**src/sv/tlsa_ram.sv**
```systemverilog
module tlsa_ram #(
  parameter int WIDTH = 8,
  parameter int DEPTH = 64,
  localparam int AW = (DEPTH > 1) ? $clog2(DEPTH) : 1
) (
  input  logic             clk_i,
  input  logic             we_i,
  input  logic [AW-1:0]    waddr_i,
  input  logic [WIDTH-1:0] wdata_i,
  input  logic [AW-1:0]    raddr_i,
  output logic [WIDTH-1:0] rdata_o
);

  logic [WIDTH-1:0] mem_q [DEPTH];
  logic [WIDTH-1:0] rdata_q;

  // one write port, one registered read port
  always_ff @(posedge clk_i) begin
    if (we_i) begin
      mem_q[waddr_i] <= wdata_i;
    end
    rdata_q <= mem_q[raddr_i];
  end

  assign rdata_o = rdata_q;

endmodule

```
**config.mk**
```make
export PLATFORM = sky130hd
export DESIGN_NAME = tlsa_ram
export DESIGN_NICKNAME = d
export VERILOG_FILES = /design/src/sv/tlsa_ram.sv
export SDC_FILE = /design/constraint.sdc
export NUM_CORES = 1
export LEC_CHECK = 0
export BUFFER_PORTS_ARGS = -buffer_cell sky130_fd_sc_hd__buf_2
export CAP_MARGIN = 20
export CORE_MARGIN = 8
export CORE_UTILIZATION = 35
export CTS_CLUSTER_DIAMETER = 30
export DETAILED_ROUTE_END_ITERATION = 10
export GPL_TIMING_DRIVEN = 0
export MAX_ROUTING_LAYER = met4
export SYNTH_ARGS = -nofsm -noshare
export SYNTH_HDL_FRONTEND = slang
export SYNTH_SLANG_ARGS = --single-unit
```
**constraint.sdc**
```tcl
create_clock -name clk_i -period 1.9 [get_ports clk_i]
set_input_delay 0 -clock clk_i [delete_from_list [all_inputs] [get_ports clk_i]]
set_output_delay 0 -clock clk_i [all_outputs]
set_load 0.005 [all_outputs]
```
==> results.sh <==
export IMPL_ioPinCount=30
export IMPL_drc=0
export IMPL_die_area_um2=65600
export IMPL_p_clk_frac=0.527
export IMPL_muxShareOfSynthArea=0.159
export IMPL_grt_pass1_vias=10538
export IMPL_ys_seq_elements=520
export IMPL_num_nets_final=1097
export IMPL_crit_required_ns=2.36
export IMPL_p_int_mw=23.3
export IMPL_synth_area_um2=20200
export IMPL_synth_largest_area_cell="edfxtp_1"
export IMPL_drt_pass1_iterations=5
export IMPL_clk_pin_slew_ns=0.05
export IMPL_p_per_area_nw_per_um2=1210
export IMPL_fin_skew_ns=0.0238
export IMPL_grt_usage=0.154
export IMPL_period_share=1.04
export IMPL_fin_ws_ns=-0.0839
export IMPL_cts_tree="done"
export IMPL_ant_nets=0
export IMPL_final_cell_mix="512 x edfxtp_1, 126 x mux4_2, 93 x clkbuf_16"
export IMPL_ir_worst_vdd_uv=624
export IMPL_vias=10257
export IMPL_p_comb_frac=0.046
export IMPL_cp_max_fo=1
export IMPL_finalMaxSlewViolations=0
export IMPL_core_region_area_um2=57400
export IMPL_synth_adder_area_share=0
export IMPL_chipWidth_um=256
export IMPL_dp_slack_ns=-1.06
export IMPL_yosys_most_used_dff="edfxtp_1"
export IMPL_finalHoldViolCount=0
export IMPL_synth_compound_area_frac=0.0207
export IMPL_synth_edff_count=512
export IMPL_netlist_cell_type_count=40
export IMPL_cts_setup_buffers=0
export IMPL_routed_wl_mm=49.9
export IMPL_drv_cap=0
export IMPL_cts_htree_levels=3
export IMPL_gr_total_overflow=0
export IMPL_clk_latency_ns=0.62
export IMPL_finalSetupViolCount=5
export IMPL_vias_per_cell=5.35
export IMPL_worst_setup_path_start_kind="flip-flop"
export IMPL_cts_buffer_depth=3
export IMPL_outcome="finished, violations left"
export IMPL_wl_per_cell_um=26.0
export IMPL_drtIter0Drc=937
export IMPL_max_slew_margin_rel=0.330
export IMPL_finalCriticalPeriod_ns=1.98
export IMPL_worstPathArrival_ns=2.45
export IMPL_yosys_warnings=0
export IMPL_rows=88
export IMPL_synth_top_family_by_area="multiplexers"
export IMPL_clock_sinks=520
export IMPL_hold_path_class="in -> reg"
export IMPL_cts_buffers_inserted=91
export IMPL_antenna_found_initial=3
export IMPL_grt_pass1_wl_mm=72.4
export IMPL_syn_inst=940
export IMPL_synth_xor_area_frac=0
export IMPL_synth_seq_area_share=0.770
export IMPL_critPathKind="reg -> reg"
export IMPL_pwr_share_seq=0.427
export IMPL_die_h_um=256
export IMPL_synth_area_leaders="edfxtp_1 76%, mux4_2 14%, nor2_1 1.5%"
export IMPL_drive_above_1_share=0.324
export IMPL_worstMarginPinSlew_ns=1.00
export IMPL_start_util=0.352
export IMPL_violations="negative setup slack"
export IMPL_p_leak_nw=7.82
export IMPL_place_port_buffers=21
export IMPL_final_common_cell="edfxtp_1"
export IMPL_cp_end_kind="flip-flop"
export IMPL_area_delta_synth_final_pct=22.5
export IMPL_switching_share=0.219
export IMPL_cts_root_buf="clkbuf_16"
export IMPL_grt_max_degree=65
export IMPL_synth_top_area_frac=0.762
export IMPL_timing_fmax_mhz=504
export IMPL_p_sw_mw=6.52
export IMPL_hpwl_mm=31.1
export IMPL_synth_fp_nets=962
export IMPL_fillerInstances=4857
export IMPL_finalWeightedCongestion=0.921
export IMPL_p_total_mw=29.8
export IMPL_async_reset_ff_frac=0
export IMPL_yosys_area_share_simple=0.0339
export IMPL_syn_area_per_cell_um2=21.5
export IMPL_rsz0062_at_grt="yes"
==> layer usage <==
metal	up-vias	track usage	share of wire
met1	5482	0.198	0.42
li1	4251	-	-
met2	430	0.241	0.48
met3	94	0.0361	0.069
met5	-	-	0
met4	0	0.0512	0.027
==> worst max-delay path, cell delays in order, from the launching register on <==
cell and delay [ns]:
edfxtp_1 0.36, mux4_2 0.49, mux2_2 0.31, o221a_2 0.30, nor3_4 0.20, o32ai_2 0.17
==> final timing paths <==
path / startpoint / to / slack [ns] / cells after the start
max: mem_q[20][6] / rdata_o[6] / -0.08 / 5
min: waddr_i[2] / mem_q[48][3] / 0.03 / 2
max reg2reg: mem_q[20][6] / rdata_o[6] / -0.08 / 5
min reg2reg: mem_q[35][2] / rdata_o[2] / 0.95 / 4
==> power by group through the flow <==
stage	clock, mW	combinational, mW	sequential [mW]
final	15.7	1.37	12.7
after global routing	16.5	1.44	12.7
after CTS	15.9	1.30	12.8
after detailed placement	0	1.26	13.0
after global placement	0	1.24	13.0
after floorplan	0	0.677	13.0
==> cell type report <==
| type | instances | area [um^2] | area share |
|---|---|---|---|
| antenna | 2 | 5.00 | 0.000203 |
| sequential | 520 | 15500 | 0.629 |
| buffer | 50 | 322 | 0.0130 |
| clock buffer | 98 | 2350 | 0.0950 |
| clock inverter | 71 | 662 | 0.0268 |
| timing repair buffer | 43 | 408 | 0.0165 |
| multi-input combinational | 369 | 4460 | 0.181 |
| tap | 765 | 957 | 0.0388 |
==> what timing repair did <==
action,4_1_cts,5_1_grt
endpoints found under the setup margin,8,14
pin swaps,2,2
hold buffers,4,8
hold endpoints to repair,8,159
gates resized for setup,24,14
gates cloned,0,0
==> synth_stat cells, drive strengths merged, types with 3 or more instances <==
cell	count
o21ai	4
o2111ai	3
o2bb2ai	3
buf	34
a21oi	3
dfxtp	8
nand2	19
mux2i	23
a22oi	3
nand3	13
o22ai	8
mux2	13
nor3	7
nor2	83
a211oi	4
nor2b	14
edfxtp	512
a221oi	6
mux4	126
nand2b	7
nand3b	3
clkbuf	17
o221ai	8
==> kinds of logic (layout without fill, tap and decap cells) <==
group           after synthesis  after routing
flops                       520            520
buf+inv                      51            262
other cells                   0              2
compound gates               54             54
simple gates                153            153
mux                         162            162
==> state kept, by name, indices dropped and copies added, names as in the netlist <==
register,flops
mem_q,512
rdata_o,8
==> stage by stage <==
step | hold slack (ns) | area (um^2) | std cells | TNS [ns] | util
after floorplan | 0.0989 | 20200 | 940 | 0 | -
after global placement | 0.384 | 21200 | 1726 | -112.25 | 0.370
after detailed placement | 0.383 | 21200 | 1728 | -138.00 | 0.370
after CTS | 0.0183 | 24400 | 1900 | -0.178 | 0.425
after global routing | 0.0421 | 24700 | 1918 | -0.433 | 0.430
final | 0.0336 | 24700 | 1918 | -0.252 | 0.430
Power figures use the tool's default switching activity.
